===== config.mk =====
export PLATFORM = sky130hd
export DESIGN_NAME = pkt_line_deframer_core
export DESIGN_NICKNAME = d
export VERILOG_FILES = /design/src/rtl/pld_pkg.sv /design/src/rtl/pkt_line_deframer_core.sv /design/src/rtl/pld_in_stage.sv /design/src/rtl/pld_engine.sv /design/src/rtl/pld_out_stage.sv
export VERILOG_INCLUDE_DIRS = /design/src /design/src/rtl
export SDC_FILE = /design/constraint.sdc
export NUM_CORES = 1
export LEC_CHECK = 0
export BUFFER_PORTS_ARGS = -buffer_cell sky130_fd_sc_hd__buf_2
export CELL_PAD_IN_SITES_DETAIL_PLACEMENT = 2
export CELL_PAD_IN_SITES_GLOBAL_PLACEMENT = 2
export CORE_ASPECT_RATIO = 1.2
export CORE_MARGIN = 4
export CORE_UTILIZATION = 38
export DETAILED_ROUTE_END_ITERATION = 7
export PLACE_DENSITY_LB_ADDON = 0.3
export SYNTH_ARGS = -nofsm -noshare
export SYNTH_HDL_FRONTEND = slang
export SYNTH_SLANG_ARGS = --single-unit

===== constraint.sdc =====
create_clock -name clk_i -period 6.3 [get_ports clk_i]
set_input_delay 0.63 -clock clk_i [delete_from_list [all_inputs] [get_ports clk_i]]
set_output_delay 0.63 -clock clk_i [all_outputs]
set_load 0.05 [all_outputs]

===== src/rtl/assert_macros.svh =====
// ----------------------------------------------------------------------------
// Assertion macros
// Shared clocked-property helpers for the deframer assertions.
// ----------------------------------------------------------------------------
`ifndef ASSERT_MACROS_SVH
`define ASSERT_MACROS_SVH

// Clocked property, disabled while reset is asserted.
`define ASSERT_PROP(lbl, prop, msg) \
  lbl: assert property (@(posedge clk_i) disable iff (!rst_ni) (prop)) else $error(msg);

// Condition that must never be true on a clock edge.
`define ASSERT_NEVER(lbl, expr, msg) \
  `ASSERT_PROP(lbl, !(expr), msg)

`endif


===== src/rtl/pld_pkg.sv =====
// ----------------------------------------------------------------------------
// pld_pkg
// Types, codes and helpers shared by the pkt-line deframer modules.
// ----------------------------------------------------------------------------
package pld_pkg;

  // result kind codes
  typedef enum logic [2:0] {
    KIND_PAYLOAD     = 3'd0,
    KIND_FLUSH       = 3'd1,
    KIND_DELIM       = 3'd2,
    KIND_EMPTY       = 3'd3,
    KIND_BAD_DIGIT   = 3'd4,
    KIND_BAD_LENGTH  = 3'd5,
    KIND_BAD_CHANNEL = 3'd6,
    KIND_EMPTY_SB    = 3'd7
  } kind_e;

  // configuration register indexes
  localparam logic CFG_LEN_LIMIT     = 1'b0;
  localparam logic CFG_SIDEBAND_MODE = 1'b1;

  localparam logic [15:0] LEN_LIMIT_RST = 16'd65520;
  localparam logic [15:0] HDR_LEN       = 16'd4;

  typedef struct packed {
    logic [7:0] data_byte;
    logic       restart;
  } item_t;

  typedef struct packed {
    logic       valid;
    kind_e      kind;
    logic [7:0] payload_byte;
    logic [1:0] channel;
    logic       last;
  } result_t;

  typedef struct packed {
    logic       ok;
    logic [3:0] value;
  } hex_t;

  // ASCII hex digit decode, upper or lower case
  function automatic hex_t hex_decode(logic [7:0] b);
    hex_t r;
    r.ok    = 1'b1;
    r.value = 4'd0;
    if (b >= 8'h30 && b <= 8'h39) begin
      r.value = b[3:0];
    end else if ((b >= 8'h41 && b <= 8'h46) || (b >= 8'h61 && b <= 8'h66)) begin
      r.value = 4'(b[2:0] + 3'd1) + 4'd8;
    end else begin
      r.ok = 1'b0;
    end
    return r;
  endfunction

endpackage


===== src/rtl/pkt_line_deframer_core.sv =====
// ----------------------------------------------------------------------------
// pkt_line_deframer_core
// Splits a byte stream into pkt-line frames and reports frame events.
// ----------------------------------------------------------------------------
// One byte per item, one item per cycle sustained. Each byte is latched in an
// input register, decoded by a single pass of header/payload logic against the
// frame state, and any result lands in an output register, so each result
// passes through both registers in turn. The input register refills in the
// same cycle it drains, so a stalled output only stops intake once both
// registers hold an item. Headers are four hex digits giving the frame length
// including the header; 0000 is a flush, 0001 a delimiter, 0004 an empty
// frame. Bad digits or bad lengths halt the block until an item with restart
// set. In side-band mode the first payload byte selects channel 1..3; a bad
// channel drops the rest of the frame. Config writes take effect at once and
// are expected only while no item is in flight.
// ----------------------------------------------------------------------------
`include "assert_macros.svh"

module pkt_line_deframer_core (
  input  logic        clk_i,
  input  logic        rst_ni,
  // config write port
  input  logic        cfg_we_i,
  input  logic        cfg_idx_i,
  input  logic [15:0] cfg_wdata_i,
  // input channel
  input  logic        in_valid_i,
  output logic        in_ready_o,
  input  logic [7:0]  data_byte_i,
  input  logic        restart_i,
  // output channel
  output logic        out_valid_o,
  input  logic        out_ready_i,
  output logic [2:0]  kind_o,
  output logic [7:0]  payload_byte_o,
  output logic [1:0]  channel_o,
  output logic        last_o
);
  import pld_pkg::*;

  // config registers
  logic [15:0] len_limit_q;
  logic        sideband_mode_q;

  item_t   in_item;
  item_t   stage_item;
  logic    stage_vld;
  logic    advance;
  result_t result;

  always_ff @(posedge clk_i or negedge rst_ni) begin
    if (!rst_ni) begin
      len_limit_q     <= LEN_LIMIT_RST;
      sideband_mode_q <= 1'b0;
    end else if (cfg_we_i) begin
      unique case (cfg_idx_i)
        CFG_LEN_LIMIT:     len_limit_q     <= cfg_wdata_i;
        CFG_SIDEBAND_MODE: sideband_mode_q <= cfg_wdata_i[0];
        default: ;
      endcase
    end
  end

  assign in_item.data_byte = data_byte_i;
  assign in_item.restart   = restart_i;

  // held item moves on when the result register is free or being drained
  assign advance = stage_vld && (!out_valid_o || out_ready_i);

  pld_in_stage u_in_stage (
    .clk_i      (clk_i),
    .rst_ni     (rst_ni),
    .in_valid_i (in_valid_i),
    .in_ready_o (in_ready_o),
    .item_i     (in_item),
    .advance_i  (advance),
    .vld_o      (stage_vld),
    .item_o     (stage_item)
  );

  pld_engine u_engine (
    .clk_i           (clk_i),
    .rst_ni          (rst_ni),
    .step_i          (advance),
    .item_i          (stage_item),
    .len_limit_i     (len_limit_q),
    .sideband_mode_i (sideband_mode_q),
    .result_o        (result)
  );

  pld_out_stage u_out_stage (
    .clk_i          (clk_i),
    .rst_ni         (rst_ni),
    .advance_i      (advance),
    .result_i       (result),
    .out_ready_i    (out_ready_i),
    .out_valid_o    (out_valid_o),
    .kind_o         (kind_o),
    .payload_byte_o (payload_byte_o),
    .channel_o      (channel_o),
    .last_o         (last_o)
  );

  // non-payload results are single-beat events with no data
  `ASSERT_PROP(a_event_shape, (out_valid_o && kind_o != KIND_PAYLOAD) |-> (last_o && payload_byte_o == 8'd0 && channel_o == 2'd0), "event result carries data or lacks last")
  // an empty result register never back-pressures the input
  `ASSERT_PROP(a_ready_when_empty, !out_valid_o |-> in_ready_o, "input stalled with empty output")
  // a fresh result only comes from an item held in the input register
  `ASSERT_PROP(a_result_source, (out_valid_o && !$past(out_valid_o)) |-> $past(stage_vld), "result without a held item")

endmodule


===== src/rtl/pld_in_stage.sv =====
// ----------------------------------------------------------------------------
// pld_in_stage
// Input register: holds one item until the engine consumes it.
// ----------------------------------------------------------------------------
module pld_in_stage (
  input  logic          clk_i,
  input  logic          rst_ni,
  input  logic          in_valid_i,
  output logic          in_ready_o,
  input  pld_pkg::item_t item_i,
  input  logic          advance_i,
  output logic          vld_o,
  output pld_pkg::item_t item_o
);
  import pld_pkg::*;

  logic  vld_q;
  item_t item_q;

  // free when empty or when the held item moves on this cycle
  assign in_ready_o = !vld_q || advance_i;

  always_ff @(posedge clk_i or negedge rst_ni) begin
    if (!rst_ni) begin
      vld_q <= 1'b0;
    end else if (in_ready_o) begin
      vld_q <= in_valid_i;
    end
  end

  always_ff @(posedge clk_i) begin
    if (in_valid_i && in_ready_o) begin
      item_q <= item_i;
    end
  end

  assign vld_o  = vld_q;
  assign item_o = item_q;

endmodule


===== src/rtl/pld_engine.sv =====
// ----------------------------------------------------------------------------
// pld_engine
// Frame state and combinational next-state / result logic.
// ----------------------------------------------------------------------------
module pld_engine (
  input  logic             clk_i,
  input  logic             rst_ni,
  input  logic             step_i,
  input  pld_pkg::item_t   item_i,
  input  logic [15:0]      len_limit_i,
  input  logic             sideband_mode_i,
  output pld_pkg::result_t result_o
);
  import pld_pkg::*;

  localparam logic [1:0] PH_HEADER  = 2'd0;
  localparam logic [1:0] PH_CHANNEL = 2'd1;
  localparam logic [1:0] PH_PAYLOAD = 2'd2;
  localparam logic [1:0] PH_DROP    = 2'd3;

  logic [1:0]  phase_q, phase_d;
  logic [1:0]  digit_cnt_q, digit_cnt_d;
  logic [15:0] frame_len_q, frame_len_d;
  logic [15:0] bytes_left_q, bytes_left_d;
  logic [1:0]  cur_chan_q, cur_chan_d;
  logic        halted_q, halted_d;

  logic [1:0]  ph;
  logic [15:0] left;
  logic [15:0] left_m1;
  logic [15:0] new_len;
  hex_t        hex;
  result_t     res;

  always_comb begin
    // restart abandons any open frame and clears halt
    ph           = item_i.restart ? PH_HEADER : phase_q;
    left         = item_i.restart ? 16'd0 : bytes_left_q;
    left_m1      = left - 16'd1;
    hex          = hex_decode(item_i.data_byte);
    new_len      = {(item_i.restart ? 12'd0 : frame_len_q[11:0]), hex.value};

    phase_d      = ph;
    digit_cnt_d  = item_i.restart ? 2'd0 : digit_cnt_q;
    frame_len_d  = item_i.restart ? 16'd0 : frame_len_q;
    bytes_left_d = left;
    cur_chan_d   = cur_chan_q;
    halted_d     = item_i.restart ? 1'b0 : halted_q;

    res              = '0;
    res.kind         = KIND_PAYLOAD;

    if (!halted_d) begin
      unique case (ph)
        PH_HEADER: begin
          if (!hex.ok) begin
            halted_d     = 1'b1;
            digit_cnt_d  = 2'd0;
            frame_len_d  = 16'd0;
            bytes_left_d = 16'd0;
            res.valid    = 1'b1;
            res.kind     = KIND_BAD_DIGIT;
            res.last     = 1'b1;
          end else if (digit_cnt_d != 2'd3) begin
            digit_cnt_d = digit_cnt_d + 2'd1;
            frame_len_d = new_len;
          end else begin
            digit_cnt_d  = 2'd0;
            frame_len_d  = 16'd0;
            bytes_left_d = 16'd0;
            res.last     = 1'b1;
            priority if (new_len == 16'd0) begin
              res.valid = 1'b1;
              res.kind  = KIND_FLUSH;
            end else if (new_len == 16'd1) begin
              res.valid = 1'b1;
              res.kind  = KIND_DELIM;
            end else if (new_len < HDR_LEN || new_len > len_limit_i) begin
              halted_d  = 1'b1;
              res.valid = 1'b1;
              res.kind  = KIND_BAD_LENGTH;
            end else if (new_len == HDR_LEN) begin
              cur_chan_d = 2'd0;
              res.valid  = 1'b1;
              res.kind   = sideband_mode_i ? KIND_EMPTY_SB : KIND_EMPTY;
            end else begin
              cur_chan_d   = 2'd0;
              bytes_left_d = new_len - HDR_LEN;
              phase_d      = sideband_mode_i ? PH_CHANNEL : PH_PAYLOAD;
            end
          end
        end
        PH_CHANNEL: begin
          bytes_left_d = left_m1;
          if (item_i.data_byte >= 8'd1 && item_i.data_byte <= 8'd3) begin
            cur_chan_d = item_i.data_byte[1:0];
            phase_d    = (left_m1 == 16'd0) ? PH_HEADER : PH_PAYLOAD;
          end else begin
            cur_chan_d = 2'd0;
            phase_d    = (left_m1 == 16'd0) ? PH_HEADER : PH_DROP;
            res.valid  = 1'b1;
            res.kind   = KIND_BAD_CHANNEL;
            res.last   = 1'b1;
          end
        end
        PH_DROP: begin
          bytes_left_d = left_m1;
          if (left_m1 == 16'd0) begin
            phase_d = PH_HEADER;
          end
        end
        PH_PAYLOAD: begin
          res.valid        = 1'b1;
          res.kind         = KIND_PAYLOAD;
          res.payload_byte = item_i.data_byte;
          res.channel      = cur_chan_q;
          res.last         = (left <= 16'd1);
          if (left <= 16'd1) begin
            phase_d      = PH_HEADER;
            bytes_left_d = 16'd0;
          end else begin
            bytes_left_d = left_m1;
          end
        end
        default: ;
      endcase
    end

    if (!step_i) begin
      res.valid = 1'b0;
    end
  end

  always_ff @(posedge clk_i or negedge rst_ni) begin
    if (!rst_ni) begin
      phase_q      <= PH_HEADER;
      digit_cnt_q  <= 2'd0;
      frame_len_q  <= 16'd0;
      bytes_left_q <= 16'd0;
      cur_chan_q   <= 2'd0;
      halted_q     <= 1'b0;
    end else if (step_i) begin
      phase_q      <= phase_d;
      digit_cnt_q  <= digit_cnt_d;
      frame_len_q  <= frame_len_d;
      bytes_left_q <= bytes_left_d;
      cur_chan_q   <= cur_chan_d;
      halted_q     <= halted_d;
    end
  end

  assign result_o = res;

endmodule


===== src/rtl/pld_out_stage.sv =====
// ----------------------------------------------------------------------------
// pld_out_stage
// Result register toward the output channel.
// ----------------------------------------------------------------------------
module pld_out_stage (
  input  logic             clk_i,
  input  logic             rst_ni,
  input  logic             advance_i,
  input  pld_pkg::result_t result_i,
  input  logic             out_ready_i,
  output logic             out_valid_o,
  output logic [2:0]       kind_o,
  output logic [7:0]       payload_byte_o,
  output logic [1:0]       channel_o,
  output logic             last_o
);
  import pld_pkg::*;

  logic    valid_q;
  result_t res_q;

  always_ff @(posedge clk_i or negedge rst_ni) begin
    if (!rst_ni) begin
      valid_q <= 1'b0;
    end else if (advance_i) begin
      valid_q <= result_i.valid;
    end else if (out_ready_i) begin
      valid_q <= 1'b0;
    end
  end

  always_ff @(posedge clk_i) begin
    if (advance_i && result_i.valid) begin
      res_q <= result_i;
    end
  end

  assign out_valid_o    = valid_q;
  assign kind_o         = 3'(res_q.kind);
  assign payload_byte_o = res_q.payload_byte;
  assign channel_o      = res_q.channel;
  assign last_o         = res_q.last;

endmodule


==> results of run 1 <==
[per-stage QoR]
stage	area, um2	hold slack (ns)	setup WS (ns)	std cells	utilization
global route	5705	0.4543	1.243	749	0.4444
detailed placement	5394	0.4729	1.442	732	0.4202
finish	5705	0.4447	1.542	749	0.4444
CTS	5694	0.4536	1.244	748	0.4436
global placement	5394	0.4579	1.782	732	0.4202
floorplan	5045	0.3344	1.783	547	-
[placed cells by master (no fill, tap or decap), types with 11 or more instances in the layout]
cell                       count
sky130_fd_sc_hd__nor3_1       17
sky130_fd_sc_hd__nor2b_1      19
sky130_fd_sc_hd__dfrtp_1      42
sky130_fd_sc_hd__dfstp_2      12
sky130_fd_sc_hd__nand2_1      53
sky130_fd_sc_hd__nand3_1      11
sky130_fd_sc_hd__o21ai_0      43
sky130_fd_sc_hd__a21oi_1      29
sky130_fd_sc_hd__edfxtp_1     23
sky130_fd_sc_hd__ha_1         26
sky130_fd_sc_hd__buf_2        46
sky130_fd_sc_hd__nor2_1       30
sky130_fd_sc_hd__nor4_1       11
sky130_fd_sc_hd__inv_1        29
[sequential cells by signal, summed over array words and instances (netlist names)]
| register | cells |
|---|---|
| u_in_stage.vld_o | 1 |
| u_engine.frame_len_q | 12 |
| u_out_stage.out_valid_o | 1 |
| u_engine.cur_chan_q | 2 |
| u_engine.digit_cnt_q | 2 |
| u_in_stage.item_o | 9 |
| u_out_stage.kind_o | 3 |
| u_out_stage.channel_o | 2 |
| sideband_mode_q | 1 |
| u_out_stage.last_o | 1 |
| u_out_stage.payload_byte_o | 8 |
| u_engine.bytes_left_q | 16 |
| len_limit_q | 16 |
| u_engine.phase_q | 2 |
| u_engine.halted_q | 1 |
[where the power goes]
group          total (W)  internal [W]  switching [W]  leakage (nW)
clock network   0.000530      0.000308       0.000222         0.140
logic           0.000762      0.000273       0.000489          1.39
registers       0.000707      0.000600       0.000106         0.890
total            0.00200       0.00118       0.000818          2.42
[metal layers]
metal | up-vias | share of wire
met5 | - | 0
met3 | 30 | 0.028
met4 | 0 | 0.021
met1 | 2289 | 0.43
li1 | 2086 | -
met2 | 94 | 0.52
[worst max-delay path by stage]
stage          slack (ns)                       endpoint
2_1_floorplan        1.78       u_out_stage.channel_o[0]
3_3_place_gp         1.78  u_out_stage.payload_byte_o[5]
3_5_place_dp         1.44  u_out_stage.payload_byte_o[4]
4_1_cts              1.24  u_out_stage.payload_byte_o[0]
5_1_grt              1.24  u_out_stage.payload_byte_o[2]
6_report             1.54  u_out_stage.payload_byte_o[7]
[cells by family (layout without fill, tap and decap cells)]
logic type	count (synthesis)	in the layout	share of synthesized area
xor gates and xnor gates	15	15	0.02604
muxes	5	5	0.01042
buffers and inverters	58	96	0.04514
DFF	77	77	0.4077
AOI/OAI and AO/OA	169	169	0.2307
adders and majority gates	26	26	0.06448
and+or+nand+nor	197	197	0.2155
[critical path: cells and delay by family, from the launching register on]
| family | cells | cell delay, ns |
|---|---|---|
| AO/OA/AOI/OAI | 5 | 1.34 |
| flip-flops | 1 | 0.56 |
| buffers and inverters | 2 | 0.47 |
| AND/OR/NAND/NOR | 6 | 1.47 |
| adder cells (fa/ha/maj) | 2 | 0.60 |
[area by class of cell]
type                       instances  area, um2  share of cell area
multi-input combinational        412       2763              0.4842
tap                              164      205.2             0.03596
sequential                        77       2057              0.3605
clock inverter                     7      75.07             0.01316
clock buffer                       9      225.2             0.03947
inverter                          29      108.9             0.01908
timing repair buffer              51      271.5             0.04759
==> tab_implementation.tex, run 1 <==
\begin{tabular}{lr}
\hline
Metric & Value \\
\hline
\multicolumn{2}{l}{\textbf{Logic synthesis}} \\
Number of warnings issued by yosys & 0 \\
Cell types with the largest area share after synthesis & sky130\_fd\_sc\_hd\_\_dfrtp\_1 (21\%), sky130\_fd\_sc\_hd\_\_edfxtp\_1 (14\%), sky130\_fd\_sc\_hd\_\_ha\_1 (6.4\%), sky130\_fd\_sc\_hd\_\_dfstp\_2 (6.3\%), sky130\_fd\_sc\_hd\_\_o21ai\_0 (4.4\%) \\
Post-synthesis cell area & 0.005045 mm2 \\
Mean instance size in the synthesized netlist & 9.223 um2 \\
Seq/Total Area, Yosys & 0.4077 \\
Main flop type after synthesis & sky130\_fd\_sc\_hd\_\_dfrtp\_1 \\
Cell type with the highest aggregate area in the netlist & sky130\_fd\_sc\_hd\_\_dfrtp\_1 \\
Post-synth cell types & 77 \\
Post-synthesis register bit count & 77 \\
Most common library cells after synthesis & sky130\_fd\_sc\_hd\_\_nand2\_1 (53), sky130\_fd\_sc\_hd\_\_o21ai\_0 (44), sky130\_fd\_sc\_hd\_\_dfrtp\_1 (42), sky130\_fd\_sc\_hd\_\_nor2\_1 (30) \\
Area share of the largest cell type after synthesis & 0.2083 \\
Post-Synthesis Cells & 547 \\
Most repeated cell in the gate-level netlist after synthesis & sky130\_fd\_sc\_hd\_\_nand2\_1 \\
Net count after synthesis & 604 \\
Asr flop ratio synth & 0.7013 \\
Number of enable-type register cells in the synthesized netlist & 23 \\
\multicolumn{2}{l}{\textbf{Cells and area}} \\
\# nets final & 637 \\
Layout-stage area growth over the synthesis result & 13.10\% \\
Antenna cell count & 0 \\
Fraction of layout cells with a size suffix above 1 & 0.1829 \\
Filler cells & 1,387 \\
\multicolumn{2}{l}{\textbf{Drt}} \\
Remaining antenna violation count & 0 \\
Via count & 4,499 \\
Post-detailed-route via-to-cell ratio & 6.007 \\
DRT Pass-1 Iters & 4 \\
Total Wirelength & 16,810 um \\
Per-cell routed wire length & 22.44 um \\
Drt initial violations & 202 \\
\# DRC & 0 \\
\multicolumn{2}{l}{\textbf{STA}} \\
Final setup TNS & 0 ns \\
Count of endpoints failing hold in the final timing report & 0 \\
Fmax & 210.2 MHz \\
Worst Max-Slew Pin Slew & 1.285 ns \\
Final setup skew & 0.009047 ns \\
Period utilization & 0.7552 \\
Min Tclk post-route & 4.758 ns \\
Slew headroom & 0.1352 \\
Number of max-slew violations in the final report & 0 \\
RSZ-0062 raised after global routing & no \\
Final-report setup violation count & 0 \\
\multicolumn{2}{l}{\textbf{Critical path}} \\
Chain of cells forming the critical path & inv\_1 > ha\_1 > nor3b\_2 > nor3\_4 > nor2\_1 > nor2\_1 > ha\_1 > nand4\_1 > o21bai\_1 > a41oi\_1 > o31ai\_4 > nand3\_4 > a21oi\_1 > o21ai\_1 > buf\_6 \\
Crit Path Category & register to register \\
Setup crit start kind & register \\
CP max stage cell & sky130\_fd\_sc\_hd\_\_o21ai\_1 \\
Critical path fanouts, max & 11 \\
Setup crit end kind & register \\
Critical path data arrival time & 4.81 ns \\
Launching instance or port of the critical path & u\_in\_stage.item\_o[1] \\
Count of cells along the worst register-to-register path & 15 \\
Minimum setup slack among reg-to-reg paths & 1.54 ns \\
Required @ worst endpoint & 6.35 ns \\
Worst reg2reg path endpoint & u\_out\_stage.payload\_byte\_o[7] \\
CP peak stage delay & 0.58 ns \\
Reg2reg start & u\_in\_stage.item\_o[1] \\
\multicolumn{2}{l}{\textbf{Global route}} \\
Number of global-route vias before repair & 4,933 \\
Met1 track demand over resource in global routing & 0.2815 \\
Congestion Overflow GR & 0 \\
All-layer global routing usage & 0.2258 \\
Maximum number of pins on one net before global-route repair & 55 \\
Global routing met2 resource utilization & 0.4015 \\
Global-route met3 utilization & 0.02527 \\
Global-route wire length before repair & 27,140 um \\
Initial antenna violation count & 0 \\
Global routing's busiest layer & met2 \\
\multicolumn{2}{l}{\textbf{CTS}} \\
Skew-Pair Late Insertion Delay & 0.34 ns \\
TritonCTS sink count & 77 \\
Post\_cts resized & 0 \\
Root buffer selected by CTS & sky130\_fd\_sc\_hd\_\_clkbuf\_16 \\
H-tree depth reported by CTS & 3 \\
Post-CTS setup buffers & 0 \\
CTS Hold Buffers Added & 0 \\
Number of CTS-inserted buffers & 9 \\
Clock slew seen by the registers of the worst setup and hold paths & 0.06 ns \\
CTS tree & done \\
Maximum buffer depth of the clock tree & 2 \\
\multicolumn{2}{l}{\textbf{Place}} \\
Port Buffers & 46 \\
Final weighted congestion in routability-driven placement & 0.8256 \\
Placed wire-length estimate after detailed placement & 12,230 um \\
\multicolumn{2}{l}{\textbf{Run}} \\
Maxcap violations & 0 \\
\multicolumn{2}{l}{\textbf{Floorplan}} \\
Number of primary I/O pins & 47 \\
Floorplan die area & 0.01519 mm2 \\
Row Count & 45 \\
Die height & 134.2 um \\
Starting density of the core & 0.3930 \\
Placeable Area & 0.01284 mm2 \\
Chip Width & 113.2 um \\
\multicolumn{2}{l}{\textbf{Power and ir drop}} \\
Power per cell area & 350.3 mW/mm2 \\
Leakage power of the design & 2.425 nW \\
PnR Total Power & 0.001999 W \\
Max rail drop VDD & 0.0001622 V \\
\multicolumn{2}{l}{\textbf{Min path}} \\
Path category of the worst min-delay check & primary input to async pin \\
\multicolumn{2}{l}{\textbf{Outcome}} \\
Result of the run & complete, no violations \\
\hline
\end{tabular}
(Power assumes the default switching activity.)
==> run 2: changes to the inputs <==
- ABC_AREA: not set -> 1
- CORE_UTILIZATION: 38 -> 32
- clock period: 6.3 -> 4.29 ns (I/O delays scaled with it)
==> run 2 against run 1 <==
Compared with the run above:
- die area is 24% higher
- worst hold slack worse by 0.20 ns
- sequential power is 58% higher
- maximum frequency is 26% higher
- setup slack worse by 1.0 ns
- utilization is 7.3 points lower
- wire length is 9.1% higher
- critical path depth is 11 higher
- register-to-register slack worse by 1.0 ns
- area after synthesis is 6.2% higher
- critical endpoint is now u_out_stage.channel_o[1]
- synthesized cell count is 34% higher
==> tab_implementation.tex, run 2 <==
\begin{tabular}{lr}
\hline
Metric & Value \\
\hline
\multicolumn{2}{l}{\textbf{Outcome}} \\
Result of the run & complete, no violations (unchanged) \\
\multicolumn{2}{l}{\textbf{Global route}} \\
Maximum number of pins on one net before global-route repair & 55 (unchanged) \\
All-layer global routing usage & 0.2013 (was 0.2258) \\
Initial antenna violation count & 0 (unchanged) \\
Number of global-route vias before repair & 5,604 (was 4,933) \\
Congestion Overflow GR & 0 (unchanged) \\
Global-route wire length before repair & 30,080 um (was 27,140 um) \\
\multicolumn{2}{l}{\textbf{Logic synthesis}} \\
Mean instance size in the synthesized netlist & 7.317 um2 (was 9.223 um2) \\
Combinational family with the most area after synthesis & simple AND/OR/NAND/NOR gates (was compound AO/OA/AOI/OAI gates) \\
Asr flop ratio synth & 0.7013 (unchanged) \\
Cell type with the highest aggregate area in the netlist & sky130\_fd\_sc\_hd\_\_dfrtp\_1 (unchanged) \\
Simple-gate area share of the yosys netlist & 0.3069 (was 0.2155) \\
Seq/Total Area, Yosys & 0.3840 (was 0.4077) \\
Area share of fa/ha/maj cells after synthesis & 0.06073 (was 0.06448) \\
Synth Area in Compound Gates & 0.1367 (was 0.2307) \\
Cell types with the largest area share after synthesis & sky130\_fd\_sc\_hd\_\_dfrtp\_1 (20\%), sky130\_fd\_sc\_hd\_\_edfxtp\_1 (13\%), sky130\_fd\_sc\_hd\_\_nand2\_1 (12\%), sky130\_fd\_sc\_hd\_\_nor2\_1 (7.7\%), sky130\_fd\_sc\_hd\_\_inv\_1 (6.4\%) (was sky130\_fd\_sc\_hd\_\_dfrtp\_1 (21\%), sky130\_fd\_sc\_hd\_\_edfxtp\_1 (14\%), sky130\_fd\_sc\_hd\_\_ha\_1 (6.4\%), sky130\_fd\_sc\_hd\_\_dfstp\_2 (6.3\%), sky130\_fd\_sc\_hd\_\_o21ai\_0 (4.4\%)) \\
Post-Synthesis Cells & 732 (was 547) \\
Post-synth cell types & 46 (was 77) \\
Number of warnings issued by yosys & 0 (unchanged) \\
Post-synthesis register bit count & 77 (unchanged) \\
Mux contribution to synthesized area & 0 (was 0.01042) \\
Most repeated cell in the gate-level netlist after synthesis & sky130\_fd\_sc\_hd\_\_nand2\_1 (unchanged) \\
Number of enable-type register cells in the synthesized netlist & 23 (unchanged) \\
Main flop type after synthesis & sky130\_fd\_sc\_hd\_\_dfrtp\_1 (unchanged) \\
Parity-gate share of the synthesized area counting xor and xnor cells & 0.02126 (was 0.02604) \\
Post-synthesis cell area & 0.005356 mm2 (was 0.005045 mm2) \\
Area share of the largest cell type after synthesis & 0.1962 (was 0.2083) \\
Most common library cells after synthesis & sky130\_fd\_sc\_hd\_\_nand2\_1 (165), sky130\_fd\_sc\_hd\_\_nor2\_1 (110), sky130\_fd\_sc\_hd\_\_inv\_1 (91), sky130\_fd\_sc\_hd\_\_a21oi\_1 (56), sky130\_fd\_sc\_hd\_\_dfrtp\_1 (42) (was sky130\_fd\_sc\_hd\_\_nand2\_1 (53), sky130\_fd\_sc\_hd\_\_o21ai\_0 (44), sky130\_fd\_sc\_hd\_\_dfrtp\_1 (42), sky130\_fd\_sc\_hd\_\_nor2\_1 (30)) \\
Net count after synthesis & 789 (was 604) \\
\multicolumn{2}{l}{\textbf{Cells and area}} \\
Post-Layout Cell Count & 993 (was 749) \\
Fraction of layout cells with a size suffix above 1 & 0.1665 (was 0.1829) \\
Layout-stage area growth over the synthesis result & 13.43\% (was 13.10\%) \\
Antenna cell count & 0 (unchanged) \\
\# nets final & 833 (was 637) \\
Summed area of non-filler cells in the final layout & 0.006076 mm2 (was 0.005705 mm2) \\
Commonest cells after routing, fill and taps aside & sky130\_fd\_sc\_hd\_\_nand2\_1 (165), sky130\_fd\_sc\_hd\_\_nor2\_1 (110), sky130\_fd\_sc\_hd\_\_inv\_1 (91), sky130\_fd\_sc\_hd\_\_a21oi\_1 (56), sky130\_fd\_sc\_hd\_\_buf\_2 (46) (was sky130\_fd\_sc\_hd\_\_nand2\_1 (53), sky130\_fd\_sc\_hd\_\_buf\_2 (46), sky130\_fd\_sc\_hd\_\_o21ai\_0 (43), sky130\_fd\_sc\_hd\_\_dfrtp\_1 (42), sky130\_fd\_sc\_hd\_\_nor2\_1 (30)) \\
Regs by FF count & len\_limit\_q x16, u\_engine.bytes\_left\_q x16, u\_engine.frame\_len\_q x12 (unchanged) \\
Layout Utilization & 0.3719 (was 0.4444) \\
Commonest non-fill, non-tap cell in the layout & sky130\_fd\_sc\_hd\_\_nand2\_1 (unchanged) \\
\multicolumn{2}{l}{\textbf{Critical path}} \\
Critical path fanouts, max & 14 (was 11) \\
CP max stage cell & sky130\_fd\_sc\_hd\_\_edfxtp\_1 (was sky130\_fd\_sc\_hd\_\_o21ai\_1) \\
Setup crit end kind & register (unchanged) \\
Top cell by count, worst path & sky130\_fd\_sc\_hd\_\_nand2\_1 \\
Critical path data arrival time & 3.76 ns (was 4.81 ns) \\
Count of cells along the worst register-to-register path & 26 (was 15) \\
Crit. path cell count & 26 (was 15) \\
WP buf/inv & 5 (was 2) \\
Crit Path Category & register to register (unchanged) \\
Setup crit start kind & register (unchanged) \\
Required @ worst endpoint & 4.28 ns (was 6.35 ns) \\
CP peak stage delay & 0.52 ns (was 0.58 ns) \\
Cell type group with the largest total delay on the critical path & simple AND/OR/NAND/NOR gates (unchanged) \\
\multicolumn{2}{l}{\textbf{CTS}} \\
H-tree depth reported by CTS & 3 (unchanged) \\
Skew-Pair Late Insertion Delay & 0.35 ns (was 0.34 ns) \\
Root buffer selected by CTS & sky130\_fd\_sc\_hd\_\_clkbuf\_16 (unchanged) \\
Clock slew seen by the registers of the worst setup and hold paths & 0.07 ns (was 0.06 ns) \\
Maximum buffer depth of the clock tree & 2 (unchanged) \\
Post\_cts resized & 0 (unchanged) \\
CTS Hold Buffers Added & 0 (unchanged) \\
Post-CTS setup buffers & 0 (unchanged) \\
CTS tree & done (unchanged) \\
Number of CTS-inserted buffers & 9 (unchanged) \\
TritonCTS sink count & 77 (unchanged) \\
\multicolumn{2}{l}{\textbf{STA}} \\
RSZ-0062 raised after global routing & no (unchanged) \\
Final setup skew & 0.008352 ns (was 0.009047 ns) \\
Final setup TNS & 0 ns (unchanged) \\
Min Tclk post-route & 3.768 ns (was 4.758 ns) \\
Number of max-slew violations in the final report & 0 (unchanged) \\
Final-report setup violation count & 0 (unchanged) \\
Count of endpoints failing hold in the final timing report & 0 (unchanged) \\
Worst Max-Slew Pin Slew & 1.125 ns (was 1.285 ns) \\
Final worst setup slack & 0.5220 ns (was 1.542 ns) \\
Slew headroom & 0.2446 (was 0.1352) \\
Period utilization & 0.8783 (was 0.7552) \\
Fmax & 265.4 MHz (was 210.2 MHz) \\
\multicolumn{2}{l}{\textbf{Drt}} \\
Via count & 4,982 (was 4,499) \\
Total Wirelength & 18,330 um (was 16,810 um) \\
DRT Pass-1 Iters & 4 (unchanged) \\
Post-detailed-route via-to-cell ratio & 5.017 (was 6.007) \\
Per-cell routed wire length & 18.46 um (was 22.44 um) \\
Drt initial violations & 236 (was 202) \\
Remaining antenna violation count & 0 (unchanged) \\
\# DRC & 0 (unchanged) \\
\multicolumn{2}{l}{\textbf{Place}} \\
Final weighted congestion in routability-driven placement & 0.9001 (was 0.8256) \\
Placed wire-length estimate after detailed placement & 14,090 um (was 12,230 um) \\
Setup slack at placement & 0.5211 ns (was 1.442 ns) \\
Placed Cells & 977 (was 732) \\
Port Buffers & 46 (unchanged) \\
Cell area reported after detailed placement & 0.005777 mm2 (was 0.005394 mm2) \\
\multicolumn{2}{l}{\textbf{Floorplan}} \\
Die height & 149.7 um (was 134.2 um) \\
Starting density of the core & 0.3279 (was 0.3930) \\
Number of primary I/O pins & 47 (unchanged) \\
Chip Width & 126.1 um (was 113.2 um) \\
Floorplan die area & 0.01888 mm2 (was 0.01519 mm2) \\
Placeable Area & 0.01634 mm2 (was 0.01284 mm2) \\
Row Count & 51 (was 45) \\
\multicolumn{2}{l}{\textbf{Run}} \\
Maxcap violations & 0 (unchanged) \\
\multicolumn{2}{l}{\textbf{Power and ir drop}} \\
Leakage power of the design & 2.995 nW (was 2.425 nW) \\
Max rail drop VDD & 0.0001994 V (was 0.0001622 V) \\
Power per cell area & 602.0 mW/mm2 (was 350.3 mW/mm2) \\
\multicolumn{2}{l}{\textbf{Min path}} \\
Path category of the worst min-delay check & primary input to async pin (unchanged) \\
\hline
\end{tabular}
## run 2: cell count changes in the layout (fill, tap and decap cells not counted), moves of 10 or more
cell,change
sky130_fd_sc_hd__nor2_2,+10
sky130_fd_sc_hd__nand3_1,+25
sky130_fd_sc_hd__nor2b_1,-19
sky130_fd_sc_hd__o21ai_0,-26
sky130_fd_sc_hd__nand2_2,+15
sky130_fd_sc_hd__nor2_1,+80
sky130_fd_sc_hd__a21oi_1,+27
sky130_fd_sc_hd__inv_1,+62
sky130_fd_sc_hd__nand2_1,+112
sky130_fd_sc_hd__nor3_1,-10
## run 2: report_power, final
part | switching (W) | total (W) | internal, W | leakage [nW]
clock network | 0.000342 | 0.000795 | 0.000453 | 0.146
registers | 0.000118 | 0.00112 | 0.00100 | 0.847
logic | 0.00123 | 0.00174 | 0.000517 | 2.00
total | 0.00169 | 0.00366 | 0.00197 | 2.99
## run 2: final timing paths
kind	from	end	slack, ns
worst max-delay path	u_in_stage.item_o[1]	u_out_stage.channel_o[1]	0.52
worst min-delay path	rst_ni	u_engine.frame_len_q[10]	0.25
worst max register to register	u_in_stage.item_o[1]	u_out_stage.channel_o[1]	0.52
worst min register to register	len_limit_q[6]	len_limit_q[6]	0.49
max in group asynchronous	rst_ni	u_engine.bytes_left_q[4]	3.55
min in group clk_i	data_byte_i[5]	u_in_stage.item_o[6]	0.25
## run 2: final cells by class
cell class	instances	area, um2
clock buffers	9	225.2
clock inverters	7	73.82
fillers	1932	10260
inverters	101	379.1
multi-input cells	537	2815
flip-flops and latches	77	2057
well taps	212	265.3
repair buffers	50	260.3
## run 2: worst register-to-register path: cells and delay by family (launching register included)
| kind | cells | cell delay [ns] |
|---|---|---|
| flops | 1 | 0.52 |
| buf+inv | 5 | 0.76 |
| compound gates | 1 | 0.10 |
| fa+ha+maj | 2 | 0.51 |
| simple gates | 18 | 1.52 |
## run 2: cell families after synthesis
logic type,count (synthesis)
adders and majority gates,26
AOI/OAI and AO/OA,123
xor gates and xnor gates,13
DFF,77
and+or+nand+nor,375
buffers and inverters,118
## run 2: layer usage
layer	part of all wire	wire (um)	global-route usage	vias to the layer above
met5	0	0	0	-
met4	0.012	211	0.05258	0
met3	0.017	303	0.01821	14
met2	0.52	9471	0.3637	48
met1	0.46	8344	0.2580	2466
li1	-	-	-	2454
## run 2: through the flow
step / total power, W / hold slack [ns]
3_3_place_gp: 0.002780 / 0.4766
6_report: 0.003658 / 0.2472
4_1_cts: 0.003700 / 0.2421
3_5_place_dp: 0.002880 / 0.4793
2_1_floorplan: 0.002365 / 0.1334
5_1_grt: 0.003958 / 0.2459
